File: config.mk
export PLATFORM = sky130hd
export DESIGN_NAME = sha256_stream_hasher
export DESIGN_NICKNAME = d
export VERILOG_FILES = /design/src/sha_pkg.sv /design/src/sha256_stream_hasher.sv /design/src/sha_core.sv
export SDC_FILE = /design/constraint.sdc
export NUM_CORES = 2
export LEC_CHECK = 0
export ABC_AREA = 1
export BUFFER_PORTS_ARGS = -buffer_cell sky130_fd_sc_hd__buf_4
export CORE_MARGIN = 3
export CORE_UTILIZATION = 40
export DETAILED_ROUTE_END_ITERATION = 12
export GPL_TIMING_DRIVEN = 0
export HOLD_SLACK_MARGIN = 0.06
export SLEW_MARGIN = 5
export SYNTH_ARGS = -nofsm -noshare
export SYNTH_HDL_FRONTEND = slang
export SYNTH_SLANG_ARGS = --single-unit
File: constraint.sdc
create_clock -name i_clk -period 22 [get_ports i_clk]
set_input_delay 5.5 -clock i_clk [delete_from_list [all_inputs] [get_ports i_clk]]
set_output_delay 5.5 -clock i_clk [all_outputs]
set_load 0.005 [all_outputs]
File: src/sha_pkg.sv
`default_nettype none

package sha_pkg;

    // Control word from the sequencer to the round unit
    typedef struct packed {
        logic       shift;      // shift data_byte into the block window
        logic [7:0] data_byte;
        logic       load;       // copy hash words into working variables
        logic       round;      // run one compression round
        logic       fold;       // add working variables into hash words
        logic       init;       // reload initial hash values
        logic [5:0] round_idx;
    } t_core_ctl;

    // Hash words, word 0 in the top slot of the digest
    typedef logic [7:0][31:0] t_hash_words;

    localparam logic [31:0] K_ROUND [64] = '{
        32'h428a2f98, 32'h71374491, 32'hb5c0fbcf, 32'he9b5dba5,
        32'h3956c25b, 32'h59f111f1, 32'h923f82a4, 32'hab1c5ed5,
        32'hd807aa98, 32'h12835b01, 32'h243185be, 32'h550c7dc3,
        32'h72be5d74, 32'h80deb1fe, 32'h9bdc06a7, 32'hc19bf174,
        32'he49b69c1, 32'hefbe4786, 32'h0fc19dc6, 32'h240ca1cc,
        32'h2de92c6f, 32'h4a7484aa, 32'h5cb0a9dc, 32'h76f988da,
        32'h983e5152, 32'ha831c66d, 32'hb00327c8, 32'hbf597fc7,
        32'hc6e00bf3, 32'hd5a79147, 32'h06ca6351, 32'h14292967,
        32'h27b70a85, 32'h2e1b2138, 32'h4d2c6dfc, 32'h53380d13,
        32'h650a7354, 32'h766a0abb, 32'h81c2c92e, 32'h92722c85,
        32'ha2bfe8a1, 32'ha81a664b, 32'hc24b8b70, 32'hc76c51a3,
        32'hd192e819, 32'hd6990624, 32'hf40e3585, 32'h106aa070,
        32'h19a4c116, 32'h1e376c08, 32'h2748774c, 32'h34b0bcb5,
        32'h391c0cb3, 32'h4ed8aa4a, 32'h5b9cca4f, 32'h682e6ff3,
        32'h748f82ee, 32'h78a5636f, 32'h84c87814, 32'h8cc70208,
        32'h90befffa, 32'ha4506ceb, 32'hbef9a3f7, 32'hc67178f2
    };

    localparam logic [31:0] H_INIT [8] = '{
        32'h6a09e667, 32'hbb67ae85, 32'h3c6ef372, 32'ha54ff53a,
        32'h510e527f, 32'h9b05688c, 32'h1f83d9ab, 32'h5be0cd19
    };

endpackage

`default_nettype wire

File: src/sha256_stream_hasher.sv
`default_nettype none
// SHA-256 over a byte stream, one optional byte per input word.
// After a word without end mark is accepted, ready returns once it is stored; the 64th byte of
// a block first runs a compression (load, 64 rounds on the shared round unit, fold).
// An end mark shifts in the pad bytes (up to 64) and then the length bytes, running
// one or two compressions, then four digest words, one per cycle while ready.
// Synchronous active-low reset restores initial hash values, zero fill and zero length.

module sha256_stream_hasher (
    input  wire logic        i_clk,
    input  wire logic        i_rst_n,
    input  wire logic        i_in_valid,
    output logic             o_in_ready,
    input  wire logic [7:0]  i_msg_byte,
    input  wire logic        i_has_byte,
    input  wire logic        i_is_last,
    output logic             o_out_valid,
    input  wire logic        i_out_ready,
    output logic [63:0]      o_digest_part,
    output logic             o_part_last
);
    import sha_pkg::*;

    localparam logic [5:0] FILL_MAX   = 6'd63;
    localparam logic [5:0] LEN_START  = 6'd56;
    localparam logic [5:0] ROUND_LAST = 6'd63;
    localparam logic [7:0] PAD_BYTE   = 8'h80;
    localparam logic [1:0] PART_LAST  = 2'd3;

    typedef enum logic [8:0] {
        S_IDLE   = 9'b000000001,
        S_BYTE   = 9'b000000010,
        S_PAD80  = 9'b000000100,
        S_PADZ   = 9'b000001000,
        S_PADLEN = 9'b000010000,
        S_LOAD   = 9'b000100000,
        S_ROUND  = 9'b001000000,
        S_FOLD   = 9'b010000000,
        S_OUT    = 9'b100000000
    } t_state;

    t_state      r_state, n_state;
    t_state      r_ret, n_ret;
    logic        r_final, n_final;
    logic [5:0]  r_fill, n_fill;
    logic [63:0] r_bits, n_bits;
    logic [5:0]  r_round, n_round;
    logic [1:0]  r_part, n_part;
    logic [7:0]  r_byte, n_byte;
    logic        r_has, n_has;
    logic        r_last, n_last;
    t_core_ctl   ctl;
    t_hash_words hash;

    sha_core u_core (
        .i_clk   (i_clk),
        .i_rst_n (i_rst_n),
        .i_ctl   (ctl),
        .o_hash  (hash)
    );

    // Sequencer
    always_comb begin
        n_state       = r_state;
        n_ret         = r_ret;
        n_final       = r_final;
        n_fill        = r_fill;
        n_bits        = r_bits;
        n_round       = r_round;
        n_part        = r_part;
        n_byte        = r_byte;
        n_has         = r_has;
        n_last        = r_last;
        ctl           = '0;
        ctl.round_idx = r_round;

        unique case (r_state)
            S_IDLE: begin
                if (i_in_valid) begin
                    n_byte  = i_msg_byte;
                    n_has   = i_has_byte;
                    n_last  = i_is_last;
                    n_state = S_BYTE;
                end
            end
            S_BYTE: begin
                n_state = r_last ? S_PAD80 : S_IDLE;
                if (r_has) begin
                    ctl.shift     = 1'b1;
                    ctl.data_byte = r_byte;
                    n_fill        = r_fill + 6'd1;
                    n_bits        = r_bits + 64'd8;
                    if (r_fill == FILL_MAX) begin
                        n_ret   = r_last ? S_PAD80 : S_IDLE;
                        n_final = 1'b0;
                        n_state = S_LOAD;
                    end
                end
            end
            S_PAD80: begin
                ctl.shift     = 1'b1;
                ctl.data_byte = PAD_BYTE;
                n_fill        = r_fill + 6'd1;
                n_ret         = S_PADZ;
                n_final       = 1'b0;
                n_state       = (r_fill == FILL_MAX) ? S_LOAD : S_PADZ;
            end
            S_PADZ: begin
                if (r_fill == LEN_START) begin
                    n_state = S_PADLEN;
                end else begin
                    ctl.shift = 1'b1;
                    n_fill    = r_fill + 6'd1;
                    n_ret     = S_PADZ;
                    n_final   = 1'b0;
                    if (r_fill == FILL_MAX) begin
                        n_state = S_LOAD;
                    end
                end
            end
            S_PADLEN: begin
                // shift out the length, most significant byte first
                ctl.shift     = 1'b1;
                ctl.data_byte = r_bits[63:56];
                n_bits        = {r_bits[55:0], 8'h00};
                n_fill        = r_fill + 6'd1;
                if (r_fill == FILL_MAX) begin
                    n_final = 1'b1;
                    n_state = S_LOAD;
                end
            end
            S_LOAD: begin
                ctl.load = 1'b1;
                n_round  = '0;
                n_state  = S_ROUND;
            end
            S_ROUND: begin
                ctl.round = 1'b1;
                n_round   = r_round + 6'd1;
                if (r_round == ROUND_LAST) begin
                    n_state = S_FOLD;
                end
            end
            S_FOLD: begin
                ctl.fold = 1'b1;
                if (r_final) begin
                    n_part  = '0;
                    n_state = S_OUT;
                end else begin
                    n_state = r_ret;
                end
            end
            S_OUT: begin
                if (i_out_ready) begin
                    if (r_part == PART_LAST) begin
                        ctl.init = 1'b1;
                        n_fill   = '0;
                        n_bits   = '0;
                        n_final  = 1'b0;
                        n_state  = S_IDLE;
                    end else begin
                        n_part = r_part + 2'd1;
                    end
                end
            end
            default: begin
                n_state = S_IDLE;
            end
        endcase
    end

    // Control registers
    always_ff @(posedge i_clk) begin
        if (!i_rst_n) begin
            r_state <= S_IDLE;
            r_ret   <= S_IDLE;
            r_final <= 1'b0;
            r_fill  <= '0;
            r_bits  <= '0;
            r_round <= '0;
            r_part  <= '0;
        end else begin
            r_state <= n_state;
            r_ret   <= n_ret;
            r_final <= n_final;
            r_fill  <= n_fill;
            r_bits  <= n_bits;
            r_round <= n_round;
            r_part  <= n_part;
        end
    end

    // Hold the accepted word
    always_ff @(posedge i_clk) begin
        r_byte <= n_byte;
        r_has  <= n_has;
        r_last <= n_last;
    end

    assign o_in_ready  = (r_state == S_IDLE);
    assign o_out_valid = (r_state == S_OUT);
    assign o_part_last = (r_part == PART_LAST);

    // Select the digest word, hash word pairs in order
    always_comb begin
        case (r_part)
            2'd0:    o_digest_part = {hash[0], hash[1]};
            2'd1:    o_digest_part = {hash[2], hash[3]};
            2'd2:    o_digest_part = {hash[4], hash[5]};
            default: o_digest_part = {hash[6], hash[7]};
        endcase
    end

    a_no_overlap: assert property (@(posedge i_clk) disable iff (!i_rst_n)
        !(o_in_ready && o_out_valid))
        else $error("input ready while digest pending");

    a_rounds_end: assert property (@(posedge i_clk) disable iff (!i_rst_n)
        (r_state == S_ROUND && r_round == ROUND_LAST) |=> (r_state == S_FOLD))
        else $error("round count did not end compression");

    a_out_after_fold: assert property (@(posedge i_clk) disable iff (!i_rst_n)
        $rose(o_out_valid) |-> ($past(r_state) == S_FOLD && $past(r_final)))
        else $error("digest shown without final compression");

    a_len_at_56: assert property (@(posedge i_clk) disable iff (!i_rst_n)
        (r_state == S_PADLEN && $past(r_state) == S_PADZ) |-> (r_fill == LEN_START))
        else $error("length field started at wrong fill");

    a_restart: assert property (@(posedge i_clk) disable iff (!i_rst_n)
        (o_out_valid && i_out_ready && o_part_last)
            |=> (o_in_ready && r_fill == '0 && r_bits == '0))
        else $error("message state not cleared after digest");

endmodule

`default_nettype wire

File: src/sha_core.sv
`default_nettype none

module sha_core (
    input  wire logic                 i_clk,
    input  wire logic                 i_rst_n,
    input  wire sha_pkg::t_core_ctl   i_ctl,
    output sha_pkg::t_hash_words      o_hash
);
    import sha_pkg::*;

    // Block window: word 0 is the oldest word, also the schedule word of the round
    logic [31:0] r_w [16];
    logic [31:0] r_h [8];
    logic [31:0] r_v [8];
    logic [31:0] n_sched;
    logic [31:0] t1;
    logic [31:0] t2;
    logic [31:0] ch;
    logic [31:0] maj;

    function automatic logic [31:0] bsig0(input logic [31:0] x);
        return {x[1:0], x[31:2]} ^ {x[12:0], x[31:13]} ^ {x[21:0], x[31:22]};
    endfunction

    function automatic logic [31:0] bsig1(input logic [31:0] x);
        return {x[5:0], x[31:6]} ^ {x[10:0], x[31:11]} ^ {x[24:0], x[31:25]};
    endfunction

    function automatic logic [31:0] ssig0(input logic [31:0] x);
        return {x[6:0], x[31:7]} ^ {x[17:0], x[31:18]} ^ {3'b000, x[31:3]};
    endfunction

    function automatic logic [31:0] ssig1(input logic [31:0] x);
        return {x[16:0], x[31:17]} ^ {x[18:0], x[31:19]} ^ {10'b0, x[31:10]};
    endfunction

    // Round datapath and schedule expansion
    always_comb begin
        n_sched = r_w[0] + ssig0(r_w[1]) + r_w[9] + ssig1(r_w[14]);
        ch      = (r_v[4] & r_v[5]) ^ (~r_v[4] & r_v[6]);
        maj     = (r_v[0] & r_v[1]) ^ (r_v[0] & r_v[2]) ^ (r_v[1] & r_v[2]);
        t1      = r_v[7] + bsig1(r_v[4]) + ch + K_ROUND[i_ctl.round_idx] + r_w[0];
        t2      = bsig0(r_v[0]) + maj;
    end

    // Shift bytes in, or slide the schedule window during rounds
    always_ff @(posedge i_clk) begin
        if (i_ctl.shift) begin
            for (int i = 0; i < 15; i++) begin
                r_w[i] <= {r_w[i][23:0], r_w[i+1][31:24]};
            end
            r_w[15] <= {r_w[15][23:0], i_ctl.data_byte};
        end else if (i_ctl.round) begin
            for (int i = 0; i < 15; i++) begin
                r_w[i] <= r_w[i+1];
            end
            r_w[15] <= n_sched;
        end
    end

    // Load working variables, then rotate them one round per cycle
    always_ff @(posedge i_clk) begin
        if (i_ctl.load) begin
            for (int i = 0; i < 8; i++) begin
                r_v[i] <= r_h[i];
            end
        end else if (i_ctl.round) begin
            r_v[7] <= r_v[6];
            r_v[6] <= r_v[5];
            r_v[5] <= r_v[4];
            r_v[4] <= r_v[3] + t1;
            r_v[3] <= r_v[2];
            r_v[2] <= r_v[1];
            r_v[1] <= r_v[0];
            r_v[0] <= t1 + t2;
        end
    end

    // Hash words: reload on reset or new message, accumulate after a block
    always_ff @(posedge i_clk) begin
        if (!i_rst_n || i_ctl.init) begin
            for (int i = 0; i < 8; i++) begin
                r_h[i] <= H_INIT[i];
            end
        end else if (i_ctl.fold) begin
            for (int i = 0; i < 8; i++) begin
                r_h[i] <= r_h[i] + r_v[i];
            end
        end
    end

    always_comb begin
        for (int i = 0; i < 8; i++) begin
            o_hash[i] = r_h[i];
        end
    end

endmodule

`default_nettype wire

* Word level (Yosys, flattened, before mapping)
Memories as Yosys holds them, arrays and structs flattened.
Cells that the tools add are included.
** Operators by class
- Add/subtract/negate cells :: 22
- $lt $le $gt $ge :: 1
- Equality and inequality tests :: 25
- Mux-type cells :: 96
- Bitwise operators :: 50
- Reduce and logical (&&, ||, !) cells :: 17
** Operators with widths (number)
- two-way mux 32 bit :: 34
- adder 32 bit :: 18
- one-hot mux 64 bit (3 select lines) :: 2
- XOR 32 bit :: 9
- two-way mux 64 bit :: 3
- bitwise AND 32 bit :: 5
- two-way mux 9 bit :: 11
- one-hot mux 9 bit (9 select lines) :: 1
- adder 64 x 4 -> 64 bit (second input constant) :: 1
- two-way mux 6 bit :: 7
- inverter 32 bit :: 1
- OR 1 bit :: 32
- XOR 32 x 22 -> 32 bit :: 1
- XOR 32 x 29 -> 32 bit :: 1
- two-way mux 1 bit :: 27
- one-hot mux 9 bit (3 select lines) :: 1
- one-hot mux 6 bit (4 select lines) :: 1
- one-hot mux 8 bit (3 select lines) :: 1
- equality test 6 bit (second input constant) :: 3
- inequality test 2 bit (second input constant) :: 8
- AND reduction 4 bit :: 4
- adder 6 x 1 -> 6 bit (second input constant) :: 2
- one-hot mux 6 bit (2 select lines) :: 1
- equality test 9 x 1 -> 1 bit (second input constant) :: 1
- 30 further kinds :: 36
** Storage, ports and cells
- Register bits after elaboration :: 107
- RAM bits :: 1024
- Memory bits (read-only) :: 2048
- Bits of input ports :: 14
- Output and inout port bits :: 67
- Logic and storage cells :: 225
- Memories :: 4
** Memory list
- (no name shown) :: depth 64, width 32, rd ports 1, clocked after Yosys merged registers in 0, wr ports 0, line sha_core.sv:42 : t1 = r_v[7] + bsig1(r_v[4]) + ch + K_ROUND[i_ctl.round_idx] + r_w[0];
- u_core.r_w :: depth 16, width 32, rd ports 16, clocked after Yosys merged registers in 0, wr ports 16, line sha_core.sv:12 : logic [31:0] r_w [16];
- u_core.r_h :: depth 8, width 32, rd ports 8, clocked after Yosys merged registers in 0, wr ports 8, line sha_core.sv:13 : logic [31:0] r_h [8];
- u_core.r_v :: depth 8, width 32, rd ports 8, clocked after Yosys merged registers in 0, wr ports 8, line sha_core.sv:14 : logic [31:0] r_v [8];

* Longest topological paths before layout
An unclocked memory read counts as a cell.
- Depth after elaboration :: 9
- Depth in mapped cells :: 49
- Mapped depth without buffers :: 48

* Modules after synthesis
Synthesis repeated with hierarchy kept, for this count alone.
** Unflattened totals
- Cells, all modules :: 10057
- Area total of the unflattened synthesis :: 80812.5 µm²
** Modules (own cells, without submodules)
- sha_core :: instances 1, cells each 8651, area each 72717.2 µm², seq. area each 30749.5 µm²
- sha256_stream_hasher :: instances 1, cells each 1406, area each 8095.3 µm², seq. area each 2062.0 µm²

* Worst setup path before layout
No wires, ideal clock.
- Path kind :: reg-to-reg
- Start :: register r_state[7]
- End :: memory u_core.r_w[0][0] (enable)
- Setup time :: 902 ps
- Arrival :: 12648 ps
- Required time :: 21098 ps
- Slack :: 8450 ps
- Cell stages (with the launch flop) :: 14
- Buffers on the path :: 2
- Clock period less this slack :: 13550 ps
- Cells stage by stage :: dfxtp_1 nor2_2 nand2_1 nor2_2 inv_2 nor2_2 inv_2 nor2_4 nor2_1 nand2_1 inv_2 clkbuf_1 buf_2 nand2_1
** RTL lines
- from (decl) :: line sha256_stream_hasher.sv:42 : t_state r_state, n_state;
- from (signal assigned) :: line sha256_stream_hasher.sv:183 : r_state <= n_state;
- to (decl) :: line sha_core.sv:12

==> results.ini <==
[routing]
wire_per_inst_um = 30.3
num_vias = 76400
firstDrtPassIters = 8
drc_errors = 0
ant_nets = 0
drt_iter0_drc = 9314
viasPerCell = 5.88
wl_um = 393000

[power]
p_sw_mw = 1.52
power.internal_mw = 3.92
clkPwrFrac_pct = 44.2
ir_drop_mv = 0.0762
pwr-share-comb_pct = 11.4
power.leakage_nw = 38.3
sw_frac_of_total_pct = 27.9
powerDensity_nw_per_um2 = 61.0
seqPwrFrac_pct = 44.4

[global_routing]
grt_pass1_vias = 72900
use_met1_pct = 46.3
busiest_layer = met2
gr-usage-met3_pct = 6.52
met2_usage_pct = 59.1
overflow = 0
grtUsageTotal_pct = 37.3
antenna_found_initial = 22
grt_max_degree = 98
grt_pass1_wl_um = 542000

[placed_design]
dp_hpwl_um = 322000
dpl_cell_area_um2 = 84500
place_congestion = 1.07
portBuffers = 80
placed_cells = 12700

[cts]
cts.sinks = 1122
cts_setup_buffers = 0
clock_path_buffers = 3
htreeDepth = 4
hold_buffers = 0
clk_latency_ps = 860
clk_pin_slew_worst_paths_ps = 60
clock-root-buffer = clkbuf_16
tritoncts = done
cts_inserted_buffers = 138
ctsResizeCount = 0

[synth]
synth_ff_type = edfxtp_1
synth_nets = 10600
ys_ff_latch = 1122
synthArstFlopShare_pct = 0
ys_seq_area_share_pct = 40.9
avgSynthCellArea_um2 = 8.02
synth_cells = 9997
synth_edf_count = 1034
yosysUniqueCellTypes = 64
synth_area_um2 = 80100
ys_warn_count = 0

[final_layout]
final_cell_mix = nand2_1, inv_1, edfxtp_1
stdcell_area_um2 = 89200
area_growth_pct = 11.4
layout_commonest_cell = nand2_1
final_cells = 13000
fillerInstances = 20000
finalNetCount = 10800
drive_gt1_share_pct = 4.40

[worst_setup_path]
critPathCaptureType = register
path_max_fanout = 10
start_kind = register
r2r_slack_ps = 9850
r2r-end = u_core.r_v[0][29]
cp_data_required_time_ps = 22560
cp.arrival_ps = 12710
reg2reg_depth = 34
timing.rr.start = r_round[1]
crit_type = reg2reg
max_stage_delay_ps = 950
slowest_stage = xnor2_1

[die]
core_area_um2 = 198000
start_util_pct = 40.4
die_h_um = 454
die_x_um = 454
rows = 163
die_area_um2 = 206000
io_pins = 81

[run]
cap_violations = 1

[sta]
fmax_mhz = 82.3
hold_ws_ps = 474
rsz0062_at_grt = false
hold_violations = 0
finClkSkew_ps = 70.0
final.setup.tns_ps = 0
maxSlewViolCount = 0
fin_crit_sh_pct = 55.2
tightest_slew_ps = 1500
finalSetupViolations = 0
relSlewSlack_pct = 0.0935
period_needed_ps = 12150

[outcome]
violations = capacitance limit
status = finished, violations left

[worst_hold_path]
hold_path.class = reg2reg
hold_depth = 2
hold_end = r_ret[2]
min_from = r_ret[2]

## cells in the mapped netlist (all sizes together), types with 118 or more instances
master / instances / share of area [%]
xor2: 215 / 2.3
clkbuf: 323 / 1.5
nor2: 679 / 3.2
nand2: 2682 / 13
fa: 195 / 4.9
a21oi: 729 / 4.6
xnor2: 160 / 1.7
o21ai: 932 / 5.8
inv: 1218 / 5.7
ha: 400 / 6.2
edfxtp: 1034 / 39
nor3: 118 / 0.76
a31oi: 119 / 0.93
nand3: 390 / 2.4
## area by class of cell
cell class | instances | area [um^2] | share of cell area, %
multi-input combinational | 7269 | 41200 | 46.2
sequential | 1122 | 32800 | 36.8
inverter | 1221 | 4590 | 5.14
clock buffer | 166 | 3590 | 4.02
tap | 2640 | 3300 | 3.70
buffer | 385 | 1520 | 1.71
clock inverter | 83 | 1080 | 1.22
timing repair buffer | 100 | 1080 | 1.21
antenna | 3 | 7.51 | 0.00841
## kinds of logic (layout without fill, tap and decap cells)
kind of cell / Yosys count / count (layout) / synth area share [%]
compound gates: 2183 / 2183 / 15.3
xor+xnor: 375 / 375 / 4.10
fa+ha+maj: 598 / 598 / 11.2
buf+inv: 1606 / 1955 / 7.61
flops: 1122 / 1122 / 40.9
other cells: 0 / 3 / 0
simple gates: 4113 / 4113 / 20.9
## worst max-delay path, delay by kind of cell (launching register included)
family	cells	cell delay (ps)
AO/OA/AOI/OAI	7	3520
AND/OR/NAND/NOR	11	1490
adder cells (fa/ha/maj)	7	3370
XOR/XNOR	1	950
flip-flops	1	690
buffers and inverters	8	1840
## flip-flops by register name, indices dropped and copies added (netlist names), 3 cells and up
| signal | cells |
|---|---|
| r_bits | 61 |
| u_core.r_v | 256 |
| u_core.r_w | 512 |
| r_round | 6 |
| r_fill | 6 |
| r_byte | 8 |
| r_ret | 3 |
| r_state | 9 |
| u_core.r_h | 256 |
## how the worst max path moves through the flow
stage	cells past startpoint	end	slack [ps]	from
finish	34	u_core.r_v[0][29]	9850	r_round[1]
global route	34	u_core.r_v[0][29]	9920	r_round[1]
CTS	34	u_core.r_v[0][29]	10350	r_round[1]
detailed placement	34	u_core.r_v[0][29]	10390	r_round[1]
global placement	9	u_core.r_w[5][35]	2420	r_state[3]
floorplan	13	u_core.r_w[0][0]	8450	r_state[7]
## metrics by stage
stage               worst slack (ps)  util [%]  power [mW]
finish                          9850      45.0        5.44
global route                    9920      45.0        5.60
CTS                            10350      45.0        5.44
detailed placement             10390      42.6        3.06
global placement                2420      42.4        3.09
floorplan                       8450         -        2.85
## power by group through the flow
stage                     logic (mW)  registers (mW)  clock network (mW)
after floorplan                0.400            2.45                   0
after global placement         0.596            2.49                   0
after detailed placement       0.603            2.46                   0
after CTS                      0.606            2.42                2.42
after global routing           0.677            2.42                2.51
final                          0.621            2.42                2.40
## per-layer routing
metal	routed length (um)	vias up
li1	-	34200
met1	151000	37200
met2	176000	4117
met3	33900	946
met4	32600	10
met5	69	-
No activity file was read; power rests on OpenSTA's default activity.
